### config.mk
export PLATFORM = sky130hd
export DESIGN_NAME = line_following_heading_controller
export DESIGN_NICKNAME = d
export VERILOG_FILES = /design/src/rtl/lfhc_pkg.sv /design/src/rtl/line_following_heading_controller.sv /design/src/rtl/lfhc_cfg_regs.sv /design/src/rtl/lfhc_offset.sv /design/src/rtl/lfhc_heading.sv /design/src/rtl/lfhc_speed.sv
export SDC_FILE = /design/constraint.sdc
export NUM_CORES = 2
export LEC_CHECK = 0
export ABC_AREA = 1
export BUFFER_PORTS_ARGS = -buffer_cell sky130_fd_sc_hd__buf_2
export CAP_MARGIN = 10
export CORE_MARGIN = 1
export CORE_UTILIZATION = 35
export CTS_BUF_LIST = sky130_fd_sc_hd__clkbuf_4 sky130_fd_sc_hd__clkbuf_8
export CTS_CLUSTER_DIAMETER = 80
export CTS_CLUSTER_SIZE = 10
export DETAILED_ROUTE_END_ITERATION = 8
export PLACE_DENSITY = 0.53
export SYNTH_ARGS = -nofsm -noshare
export SYNTH_HDL_FRONTEND = slang
export SYNTH_SLANG_ARGS = --single-unit
### constraint.sdc
create_clock -name clk -period 14.6 [get_ports clk]
set_clock_uncertainty 0.05 [all_clocks]
set_input_delay 2.92 -clock clk [delete_from_list [all_inputs] [get_ports clk]]
set_output_delay 2.92 -clock clk [all_outputs]
set_load 0.01 [all_outputs]
### src/rtl/lfhc_pkg.sv
// shared types, constants and the angle wrap function of the heading controller
package lfhc_pkg;

    localparam int ANGLE_FRAC_BITS = 13;

    localparam longint PI32       = 64'sd13493037705;
    localparam longint SHIFT_UNIT = longint'(1) << (32 - ANGLE_FRAC_BITS);
    localparam int PI_Q  = int'((PI32 + SHIFT_UNIT / 2) / SHIFT_UNIT);
    localparam int C1_Q  = int'((PI32 + 3 * SHIFT_UNIT) / (6 * SHIFT_UNIT));
    localparam int QTR_Q = int'((PI32 + 2 * SHIFT_UNIT) / (4 * SHIFT_UNIT));

    // internal angle width, holds target minus raw yaw
    localparam int ANG_W = (ANGLE_FRAC_BITS + 4 > 17) ? ANGLE_FRAC_BITS + 4 : 17;
    localparam int WRAP_STEPS = (32768 + PI_Q) / (2 * PI_Q) + 1;

    localparam logic signed [ANG_W-1:0] PI_A     = ANG_W'(PI_Q);
    localparam logic signed [ANG_W-1:0] NEG_PI_A = -ANG_W'(PI_Q);
    localparam logic signed [ANG_W-1:0] TWO_PI_A = ANG_W'(2 * PI_Q);
    localparam logic signed [ANG_W-1:0] QTR_A    = ANG_W'(QTR_Q);
    localparam logic signed [ANG_W-1:0] C1_A     = ANG_W'(C1_Q);

    // lateral offset arithmetic, sine and cosine in Q1.14
    localparam int DIFF_W     = 25;
    localparam int OFF_PROD_W = 41;
    localparam int D_W        = 42;
    localparam int OFFSET_LIMIT = 250 * 16384;
    localparam logic signed [D_W-1:0] OFF_HI = D_W'(OFFSET_LIMIT);
    localparam logic signed [D_W-1:0] OFF_LO = -D_W'(OFFSET_LIMIT);

    // speed scaling: round_half_up(v * x / C1) = floor((2 v x + C1) / (2 C1))
    localparam int C1_W    = $clog2(C1_Q + 1);
    localparam int N_W     = 13 + C1_W;
    localparam int DIV_Q   = 2 * C1_Q;
    localparam int RECIP_K = N_W + 2;
    localparam int RECIP_M = int'((longint'(1) << RECIP_K) / DIV_Q);
    localparam int Q_W     = 13;
    localparam int PROD_W  = RECIP_K + Q_W;

    typedef enum logic [2:0] {
        REG_GOAL_SET     = 3'd0,
        REG_GOAL_X       = 3'd1,
        REG_GOAL_Y       = 3'd2,
        REG_GOAL_HEADING = 3'd3,
        REG_GOAL_SINE    = 3'd4,
        REG_GOAL_COSINE  = 3'd5,
        REG_MAX_LINEAR   = 3'd6,
        REG_MAX_ANGULAR  = 3'd7
    } reg_idx_t;

    typedef struct packed {
        logic               goal_set;
        logic signed [23:0] goal_x;
        logic signed [23:0] goal_y;
        logic signed [15:0] goal_heading;
        logic signed [15:0] goal_sine;
        logic signed [15:0] goal_cosine;
        logic        [9:0]  max_linear;
        logic        [11:0] max_angular;
    } cfg_t;

    localparam cfg_t CFG_RESET = '{
        goal_set:     1'b0,
        goal_x:       24'sd0,
        goal_y:       24'sd0,
        goal_heading: 16'sd0,
        goal_sine:    16'sd0,
        goal_cosine:  16'sd16384,
        max_linear:   10'd300,
        max_angular:  12'd1000
    };

    typedef struct packed {
        logic               no_goal;
        logic               hi;
        logic               lo;
        logic signed [15:0] yaw;
    } offset_t;

    typedef struct packed {
        logic                    no_goal;
        logic                    sat;
        logic                    neg;
        logic signed [ANG_W-1:0] err;
        logic [C1_W-1:0]         mag;
    } err_t;

    function automatic logic signed [ANG_W-1:0] wrap_angle(
        input logic signed [ANG_W-1:0] v
    );
        logic signed [ANG_W-1:0] r;
        r = v;
        for (int i = 0; i < WRAP_STEPS; i++)
        begin
            if (r > PI_A)
            begin
                r = r - TWO_PI_A;
            end
            else if (r < NEG_PI_A)
            begin
                r = r + TWO_PI_A;
            end
        end
        return r;
    endfunction

endpackage

### src/rtl/line_following_heading_controller.sv
// top level of the line following heading controller
// usage:
//   configuration: cfg_valid/cfg_ready write port, cfg_index selects the register
//   (goal_set, goal_x, goal_y, goal_heading, goal_sine, goal_cosine, max_linear,
//   max_angular), cfg_data carries the value; cfg_ready is always high. write
//   only while no item is in flight.
//   input: one odometry item (pos_x, pos_y, yaw) taken when in_valid && !in_stall
//   output: one command item (linear_speed, angular_speed, heading_error, no_goal)
//   taken when out_valid && !out_stall
//   pipeline: seven register stages (position difference, offset products,
//   compare, heading error, numerators, reciprocal multiply, remainder correction)
//   throughput: one item per cycle while not stalled; each stage has its own
//   valid bit, so input keeps flowing while a result waits until the pipeline is full
//   stall: a stalled result holds; in_stall rises only once every stage is full
//   reset: all stages empty, registers at their defaults with no goal set, so
//   every result reports no_goal with zero speeds
module line_following_heading_controller (
    input  logic               clk,
    input  logic               rst_n,
    input  logic               cfg_valid,
    output logic               cfg_ready,
    input  logic [2:0]         cfg_index,
    input  logic [23:0]        cfg_data,
    input  logic               in_valid,
    output logic               in_stall,
    input  logic signed [23:0] pos_x,
    input  logic signed [23:0] pos_y,
    input  logic signed [15:0] yaw,
    output logic               out_valid,
    input  logic               out_stall,
    output logic [9:0]         linear_speed,
    output logic signed [12:0] angular_speed,
    output logic signed [15:0] heading_error,
    output logic               no_goal
);

    lfhc_pkg::cfg_t    cfg;
    lfhc_pkg::offset_t off;
    lfhc_pkg::err_t    herr;

    logic off_valid, off_stall;
    logic err_valid, err_stall;

    lfhc_cfg_regs u_cfg (
        .clk       (clk),
        .rst_n     (rst_n),
        .cfg_valid (cfg_valid),
        .cfg_ready (cfg_ready),
        .cfg_index (cfg_index),
        .cfg_data  (cfg_data),
        .cfg       (cfg)
    );

    lfhc_offset u_offset (
        .clk       (clk),
        .rst_n     (rst_n),
        .cfg       (cfg),
        .in_valid  (in_valid),
        .in_stall  (in_stall),
        .pos_x     (pos_x),
        .pos_y     (pos_y),
        .yaw       (yaw),
        .out_valid (off_valid),
        .out_stall (off_stall),
        .res       (off)
    );

    lfhc_heading u_heading (
        .clk       (clk),
        .rst_n     (rst_n),
        .cfg       (cfg),
        .in_valid  (off_valid),
        .in_stall  (off_stall),
        .src       (off),
        .out_valid (err_valid),
        .out_stall (err_stall),
        .res       (herr)
    );

    lfhc_speed u_speed (
        .clk           (clk),
        .rst_n         (rst_n),
        .cfg           (cfg),
        .in_valid      (err_valid),
        .in_stall      (err_stall),
        .src           (herr),
        .out_valid     (out_valid),
        .out_stall     (out_stall),
        .linear_speed  (linear_speed),
        .angular_speed (angular_speed),
        .heading_error (heading_error),
        .no_goal       (no_goal)
    );

endmodule

### src/rtl/lfhc_cfg_regs.sv
// configuration register file of the heading controller
module lfhc_cfg_regs (
    input  logic            clk,
    input  logic            rst_n,
    input  logic            cfg_valid,
    output logic            cfg_ready,
    input  logic [2:0]      cfg_index,
    input  logic [23:0]     cfg_data,
    output lfhc_pkg::cfg_t  cfg
);

    lfhc_pkg::cfg_t cfg_reg;
    lfhc_pkg::cfg_t cfg_next;

    assign cfg_ready = 1'b1;
    assign cfg       = cfg_reg;

    always_comb
    begin
        cfg_next = cfg_reg;
        if (cfg_valid)
        begin
            unique case (lfhc_pkg::reg_idx_t'(cfg_index))
                lfhc_pkg::REG_GOAL_SET:     cfg_next.goal_set     = cfg_data[0];
                lfhc_pkg::REG_GOAL_X:       cfg_next.goal_x       = cfg_data;
                lfhc_pkg::REG_GOAL_Y:       cfg_next.goal_y       = cfg_data;
                lfhc_pkg::REG_GOAL_HEADING: cfg_next.goal_heading = cfg_data[15:0];
                lfhc_pkg::REG_GOAL_SINE:    cfg_next.goal_sine    = cfg_data[15:0];
                lfhc_pkg::REG_GOAL_COSINE:  cfg_next.goal_cosine  = cfg_data[15:0];
                lfhc_pkg::REG_MAX_LINEAR:   cfg_next.max_linear   = cfg_data[9:0];
                lfhc_pkg::REG_MAX_ANGULAR:  cfg_next.max_angular  = cfg_data[11:0];
                default:                    cfg_next = cfg_reg;
            endcase
        end
    end

    always_ff @(posedge clk or negedge rst_n)
    begin
        if (!rst_n)
        begin
            cfg_reg <= lfhc_pkg::CFG_RESET;
        end
        else
        begin
            cfg_reg <= cfg_next;
        end
    end

endmodule

### src/rtl/lfhc_offset.sv
// lateral offset pipeline: position difference, products, threshold compare
module lfhc_offset (
    input  logic                clk,
    input  logic                rst_n,
    input  lfhc_pkg::cfg_t      cfg,
    input  logic                in_valid,
    output logic                in_stall,
    input  logic signed [23:0]  pos_x,
    input  logic signed [23:0]  pos_y,
    input  logic signed [15:0]  yaw,
    output logic                out_valid,
    input  logic                out_stall,
    output lfhc_pkg::offset_t   res
);

    typedef struct packed {
        logic                                no_goal;
        logic signed [lfhc_pkg::DIFF_W-1:0]  dx;
        logic signed [lfhc_pkg::DIFF_W-1:0]  dy;
        logic signed [15:0]                  yaw;
    } diff_t;

    typedef struct packed {
        logic                                    no_goal;
        logic signed [lfhc_pkg::OFF_PROD_W-1:0]  ps;
        logic signed [lfhc_pkg::OFF_PROD_W-1:0]  pc;
        logic signed [15:0]                      yaw;
    } prod_t;

    logic diff_valid_reg, diff_valid_next;
    logic prod_valid_reg, prod_valid_next;
    logic res_valid_reg, res_valid_next;
    logic diff_ld, prod_ld, res_ld;

    diff_t             diff_reg, diff_next;
    prod_t             prod_reg, prod_next;
    lfhc_pkg::offset_t res_reg, res_next;

    logic signed [lfhc_pkg::D_W-1:0] offset_sum;

    assign out_valid = res_valid_reg;
    assign res       = res_reg;

    always_comb
    begin
        res_ld   = !res_valid_reg || !out_stall;
        prod_ld  = !prod_valid_reg || res_ld;
        diff_ld  = !diff_valid_reg || prod_ld;
        in_stall = !diff_ld;

        diff_valid_next = diff_ld ? in_valid : diff_valid_reg;
        prod_valid_next = prod_ld ? diff_valid_reg : prod_valid_reg;
        res_valid_next  = res_ld ? prod_valid_reg : res_valid_reg;

        diff_next.no_goal = !cfg.goal_set;
        diff_next.dx      = lfhc_pkg::DIFF_W'(pos_x) - lfhc_pkg::DIFF_W'(cfg.goal_x);
        diff_next.dy      = lfhc_pkg::DIFF_W'(pos_y) - lfhc_pkg::DIFF_W'(cfg.goal_y);
        diff_next.yaw     = yaw;

        prod_next.no_goal = diff_reg.no_goal;
        prod_next.ps      = lfhc_pkg::OFF_PROD_W'(cfg.goal_sine)
                            * lfhc_pkg::OFF_PROD_W'(diff_reg.dx);
        prod_next.pc      = lfhc_pkg::OFF_PROD_W'(cfg.goal_cosine)
                            * lfhc_pkg::OFF_PROD_W'(diff_reg.dy);
        prod_next.yaw     = diff_reg.yaw;

        offset_sum = lfhc_pkg::D_W'(prod_reg.pc) - lfhc_pkg::D_W'(prod_reg.ps);

        res_next.no_goal = prod_reg.no_goal;
        res_next.hi      = offset_sum > lfhc_pkg::OFF_HI;
        res_next.lo      = offset_sum < lfhc_pkg::OFF_LO;
        res_next.yaw     = prod_reg.yaw;
    end

    always_ff @(posedge clk or negedge rst_n)
    begin
        if (!rst_n)
        begin
            diff_valid_reg <= 1'b0;
            prod_valid_reg <= 1'b0;
            res_valid_reg  <= 1'b0;
        end
        else
        begin
            diff_valid_reg <= diff_valid_next;
            prod_valid_reg <= prod_valid_next;
            res_valid_reg  <= res_valid_next;
        end
    end

    always_ff @(posedge clk)
    begin
        if (diff_ld)
        begin
            diff_reg <= diff_next;
        end
        if (prod_ld)
        begin
            prod_reg <= prod_next;
        end
        if (res_ld)
        begin
            res_reg <= res_next;
        end
    end

endmodule

### src/rtl/lfhc_heading.sv
// target heading selection and wrapped heading error stage
module lfhc_heading (
    input  logic               clk,
    input  logic               rst_n,
    input  lfhc_pkg::cfg_t     cfg,
    input  logic               in_valid,
    output logic               in_stall,
    input  lfhc_pkg::offset_t  src,
    output logic               out_valid,
    input  logic               out_stall,
    output lfhc_pkg::err_t     res
);

    logic valid_reg, valid_next;
    logic ld;

    lfhc_pkg::err_t res_reg, res_next;

    logic signed [lfhc_pkg::ANG_W-1:0] gh;
    logic signed [lfhc_pkg::ANG_W-1:0] cand;
    logic signed [lfhc_pkg::ANG_W-1:0] target;
    logic signed [lfhc_pkg::ANG_W-1:0] err;
    logic signed [lfhc_pkg::ANG_W-1:0] abs_err;

    assign out_valid = valid_reg;
    assign res       = res_reg;

    always_comb
    begin
        ld         = !valid_reg || !out_stall;
        in_stall   = !ld;
        valid_next = ld ? in_valid : valid_reg;

        gh = lfhc_pkg::ANG_W'(cfg.goal_heading);
        if (src.hi)
        begin
            cand = gh - lfhc_pkg::QTR_A;
        end
        else if (src.lo)
        begin
            cand = gh + lfhc_pkg::QTR_A;
        end
        else
        begin
            cand = gh;
        end
        target  = lfhc_pkg::wrap_angle(cand);
        err     = lfhc_pkg::wrap_angle(target - lfhc_pkg::ANG_W'(src.yaw));
        abs_err = err[lfhc_pkg::ANG_W-1] ? -err : err;

        res_next.no_goal = src.no_goal;
        res_next.neg     = err[lfhc_pkg::ANG_W-1];
        res_next.sat     = abs_err >= lfhc_pkg::C1_A;
        res_next.err     = err;
        res_next.mag     = abs_err[lfhc_pkg::C1_W-1:0];
    end

    always_ff @(posedge clk or negedge rst_n)
    begin
        if (!rst_n)
        begin
            valid_reg <= 1'b0;
        end
        else
        begin
            valid_reg <= valid_next;
        end
    end

    always_ff @(posedge clk)
    begin
        if (ld)
        begin
            res_reg <= res_next;
        end
    end

endmodule

### src/rtl/lfhc_speed.sv
// speed scaling pipeline: scaled numerators, reciprocal divide, correction, output register
module lfhc_speed (
    input  logic               clk,
    input  logic               rst_n,
    input  lfhc_pkg::cfg_t     cfg,
    input  logic               in_valid,
    output logic               in_stall,
    input  lfhc_pkg::err_t     src,
    output logic               out_valid,
    input  logic               out_stall,
    output logic [9:0]         linear_speed,
    output logic signed [12:0] angular_speed,
    output logic signed [15:0] heading_error,
    output logic               no_goal
);

    typedef struct packed {
        logic                          no_goal;
        logic                          sat;
        logic                          neg;
        logic [15:0]                   err;
        logic [lfhc_pkg::N_W-1:0]      n_lin;
        logic [lfhc_pkg::N_W-1:0]      n_ang;
    } scale_t;

    typedef struct packed {
        logic                          no_goal;
        logic                          sat;
        logic                          neg;
        logic [15:0]                   err;
        logic [lfhc_pkg::N_W-1:0]      n_lin;
        logic [lfhc_pkg::N_W-1:0]      n_ang;
        logic [lfhc_pkg::Q_W-1:0]      q_lin;
        logic [lfhc_pkg::Q_W-1:0]      q_ang;
    } quot_t;

    logic scale_valid_reg, scale_valid_next;
    logic quot_valid_reg, quot_valid_next;
    logic out_valid_reg, out_valid_next;
    logic scale_ld, quot_ld, out_ld;

    scale_t scale_reg, scale_next;
    quot_t  quot_reg, quot_next;

    logic [9:0]         linear_speed_reg, linear_speed_next;
    logic signed [12:0] angular_speed_reg, angular_speed_next;
    logic signed [15:0] heading_error_reg, heading_error_next;
    logic               no_goal_reg, no_goal_next;

    logic [lfhc_pkg::C1_W-1:0]   x_lin;
    logic [lfhc_pkg::PROD_W-1:0] prod_lin;
    logic [lfhc_pkg::PROD_W-1:0] prod_ang;
    logic [lfhc_pkg::N_W-1:0]    rem_lin;
    logic [lfhc_pkg::N_W-1:0]    rem_ang;
    logic [lfhc_pkg::Q_W-1:0]    q_lin;
    logic [lfhc_pkg::Q_W-1:0]    q_ang;
    logic [11:0]                 ang_mag;
    logic signed [12:0]          ang_ext;

    assign out_valid     = out_valid_reg;
    assign linear_speed  = linear_speed_reg;
    assign angular_speed = angular_speed_reg;
    assign heading_error = heading_error_reg;
    assign no_goal       = no_goal_reg;

    always_comb
    begin
        out_ld   = !out_valid_reg || !out_stall;
        quot_ld  = !quot_valid_reg || out_ld;
        scale_ld = !scale_valid_reg || quot_ld;
        in_stall = !scale_ld;

        scale_valid_next = scale_ld ? in_valid : scale_valid_reg;
        quot_valid_next  = quot_ld ? scale_valid_reg : quot_valid_reg;
        out_valid_next   = out_ld ? quot_valid_reg : out_valid_reg;

        // numerators 2 v x + C1
        x_lin = src.sat ? '0 : lfhc_pkg::C1_W'(lfhc_pkg::C1_Q) - src.mag;
        scale_next.no_goal = src.no_goal;
        scale_next.sat     = src.sat;
        scale_next.neg     = src.neg;
        scale_next.err     = src.err[15:0];
        scale_next.n_lin   = ((lfhc_pkg::N_W'(cfg.max_linear) * lfhc_pkg::N_W'(x_lin)) << 1)
                             + lfhc_pkg::N_W'(lfhc_pkg::C1_Q);
        scale_next.n_ang   = ((lfhc_pkg::N_W'(cfg.max_angular) * lfhc_pkg::N_W'(src.mag)) << 1)
                             + lfhc_pkg::N_W'(lfhc_pkg::C1_Q);

        // quotient estimate, low by at most one
        prod_lin = lfhc_pkg::PROD_W'(scale_reg.n_lin) * lfhc_pkg::PROD_W'(lfhc_pkg::RECIP_M);
        prod_ang = lfhc_pkg::PROD_W'(scale_reg.n_ang) * lfhc_pkg::PROD_W'(lfhc_pkg::RECIP_M);
        quot_next.no_goal = scale_reg.no_goal;
        quot_next.sat     = scale_reg.sat;
        quot_next.neg     = scale_reg.neg;
        quot_next.err     = scale_reg.err;
        quot_next.n_lin   = scale_reg.n_lin;
        quot_next.n_ang   = scale_reg.n_ang;
        quot_next.q_lin   = prod_lin[lfhc_pkg::RECIP_K +: lfhc_pkg::Q_W];
        quot_next.q_ang   = prod_ang[lfhc_pkg::RECIP_K +: lfhc_pkg::Q_W];

        // remainder check and final selection
        rem_lin = quot_reg.n_lin - lfhc_pkg::N_W'(lfhc_pkg::N_W'(quot_reg.q_lin)
                  * lfhc_pkg::N_W'(lfhc_pkg::DIV_Q));
        rem_ang = quot_reg.n_ang - lfhc_pkg::N_W'(lfhc_pkg::N_W'(quot_reg.q_ang)
                  * lfhc_pkg::N_W'(lfhc_pkg::DIV_Q));
        q_lin = quot_reg.q_lin
                + lfhc_pkg::Q_W'(rem_lin >= lfhc_pkg::N_W'(lfhc_pkg::DIV_Q));
        q_ang = quot_reg.q_ang
                + lfhc_pkg::Q_W'(rem_ang >= lfhc_pkg::N_W'(lfhc_pkg::DIV_Q));

        ang_mag = quot_reg.sat ? cfg.max_angular : q_ang[11:0];
        ang_ext = 13'(ang_mag);

        if (quot_reg.no_goal)
        begin
            linear_speed_next  = '0;
            angular_speed_next = '0;
            heading_error_next = '0;
        end
        else
        begin
            linear_speed_next  = quot_reg.sat ? '0 : q_lin[9:0];
            angular_speed_next = quot_reg.neg ? -ang_ext : ang_ext;
            heading_error_next = quot_reg.err;
        end
        no_goal_next = quot_reg.no_goal;
    end

    always_ff @(posedge clk or negedge rst_n)
    begin
        if (!rst_n)
        begin
            scale_valid_reg <= 1'b0;
            quot_valid_reg  <= 1'b0;
            out_valid_reg   <= 1'b0;
        end
        else
        begin
            scale_valid_reg <= scale_valid_next;
            quot_valid_reg  <= quot_valid_next;
            out_valid_reg   <= out_valid_next;
        end
    end

    always_ff @(posedge clk)
    begin
        if (scale_ld)
        begin
            scale_reg <= scale_next;
        end
        if (quot_ld)
        begin
            quot_reg <= quot_next;
        end
        if (out_ld)
        begin
            linear_speed_reg  <= linear_speed_next;
            angular_speed_reg <= angular_speed_next;
            heading_error_reg <= heading_error_next;
            no_goal_reg       <= no_goal_next;
        end
    end

endmodule

==> impl_metrics.toml <==
[outcome]
status = "complete, no violations"

[setup_path]
rrSetupSlack_ns = 4.27
crit_type = "flop to flop"
crit_top_cell = "nand2_1"
worst_path_max_delay_cell = "edfxtp_1"
critPathMaxStageDelay_ns = 0.69
critPathCaptureType = "flop"
critPathTopFamily = "simple AND/OR/NAND/NOR gates"
start_kind = "flop"
critical_path_required_ns = 15.10
crit_fanout = 24
rr_worst_depth = 57
crit_cells = 57
cp.arrival_ns = 10.83
path_buf_inv = 8

[synth]
syn_inst = 9160
syn-cell-area_mm2 = 0.08088
postSynthAreaPerCell_um2 = 8.829
synthTopCellsByArea = "fa_1 31%, edfxtp_1 16%, ha_1 14%"
netlist.area_leader.share_pct = 31.16
yosysSeqAreaShare_pct = 19.44
ys_ff_latch = 544
ys_warn_count = 0
ys_types = 62
synth_flop_cell = "edfxtp_1"
yosysTopAreaCell = "fa_1"
syn-num-nets = 11390
synth_edf_count = 418
async_flop_share_pct = 23.16

[global_routing]
grt_max_degree = 65
grt_overflow_total = 0
antenna_found_initial = 16
grt_pass1_wl_um = 334000
grt_use_total_pct = 18.17
grt_pass1_vias = 62010

[sta]
totalNegativeSetupSlack_ns = 0
slew_headroom_pct = 12.66
finalHoldViolations = 0
maxSlewViolCount = 0
fmax_ghz = 0.09677
setup_viol = 0
fin_crit_ns = 10.33
rsz0062_at_grt = "no"
finalCritPeriodShare_pct = 70.78
setup_ws_ns = 4.266
tightest_slew_ns = 1.310

[finish]
final_cell_mix = "2381 x inv_1, 1782 x nand2_1, 1259 x fa_1"
fill_cells = 23650
nNetsFinal = 11440
area_delta_synth_final_pct = 6.989
layout-drive-gt1-share_pct = 5.537
largest_register_ffs = 119
final-instance-count-excl-fill = 12310
final_common_cell = "inv_1"

[routing]
drtPass1Iterations = 5
detail_route.wl_per_cell_um = 16.57
vias_per_cell = 4.694
postRouteWirelength_um = 204000
initialDrtViolationCount = 2784
drc_errors = 0
detail-route-antenna-nets = 0
vias = 57760

[cts]
clock-sinks = 544
tritoncts = "yes"
postCtsSetupBuffers = 0
cts_resized = 0
root_buffer = "clkbuf_8"
cts-buffers-inserted = 74
clkLatencyLatePin_ns = 0.83
clockBufferDepth = 3
cts_max_level = 3
clk_pin_slew_ns = 0.08
cts-hold-fix-buffers = 0

[placement]
pre_cts_ws_ns = 4.341
placedCellCount = 12160
globalplace.congestion = 0.8689
numPortBuffers = 137
dpl.hpwl_um = 163000

[flow_run]
max-cap-violations = 0

[die]
io_pins = 139
fp.dieW_um = 482.7
rows = 176
core_area_mm2 = 0.2299
die-area_mm2 = 0.2330
start_util_pct = 35.18
die_h_um = 482.7

[min_path]
hold_path_class = "flop to flop"
hold_depth = 0
==> through the flow <==
step	utilization, %	hold WS (ns)	cell area (µm²)
after floorplan	-	0.3503	80880
after global placement	36.95	0.3519	84940
after detailed placement	36.95	0.3545	84940
after CTS	37.62	0.3620	86480
after global routing	37.63	0.3686	86510
final	37.64	0.3548	86530
==> final cells by class <==
| cell class | instances | area (µm²) | share of cell area [%] |
|---|---|---|---|
| timing repair buffer | 209 | 1240 | 1.433 |
| sequential | 544 | 15720 | 18.17 |
| multi-input combinational | 5971 | 55150 | 63.74 |
| clock inverter | 25 | 254.0 | 0.2935 |
| tap | 3026 | 3786 | 4.375 |
| clock buffer | 105 | 1282 | 1.482 |
| inverter | 2411 | 9060 | 10.47 |
| antenna | 14 | 35.03 | 0.04049 |
==> path summary, 6_finish.rpt <==
| path | startpoint | to |
|---|---|---|
| min | u_offset.diff_reg[15] | u_offset.prod_reg[15] |
| max | u_offset.res[17] | u_heading.res[31] |
| min in group asynchronous | rst_n | u_cfg.cfg[65] |
| max reg2reg | u_offset.res[17] | u_heading.res[31] |
| max in group asynchronous | rst_n | u_cfg.cfg[41] |
| min reg2reg | u_offset.diff_reg[15] | u_offset.prod_reg[15] |
==> routing by layer <==
metal / up-vias / wire, µm / track usage (%) / part of all wire, %
met3: 254 / 7502 / 2.098 / 3.7
li1: 27780 / - / - / -
met4: 10 / 5765 / 4.805 / 2.8
met5: - / 61 / 0 / 0.030
met2: 981 / 102100 / 32.41 / 50
met1: 28740 / 88510 / 23.17 / 43
==> cell usage after synthesis, types with 131 or more instances <==
cell type,n
inv_1,2385
nand2_1,1785
fa_1,1259
ha_1,874
edfxtp_1,418
a21oi_1,394
nor2_1,310
xor2_1,272
nand3_1,258
o21ai_0,257
clkbuf_1,211
xnor2_1,131
==> worst reg2reg max path, delay by kind of cell (launching register included) <==
family | cells | cell delay (ns)
compound gates | 10 | 1.91
buf+inv | 8 | 1.06
simple gates | 36 | 5.48
xor+xnor | 2 | 0.60
flops | 1 | 0.69
fa+ha+maj | 1 | 0.35
==> cell families after synthesis <==
kind of cell	Yosys count	synth area share, %
other	1	0.004637
AOI/OAI and AO/OA	794	5.379
adders and majority gates	2133	44.68
DFF	544	19.44
buffers and inverters	2645	12.39
and+or+nand+nor	2638	13.71
xor gates and xnor gates	405	4.404
Power is left out: the tool's default activity adds up to more than one toggle a clock period on the data nets, which glitch-free logic cannot reach.
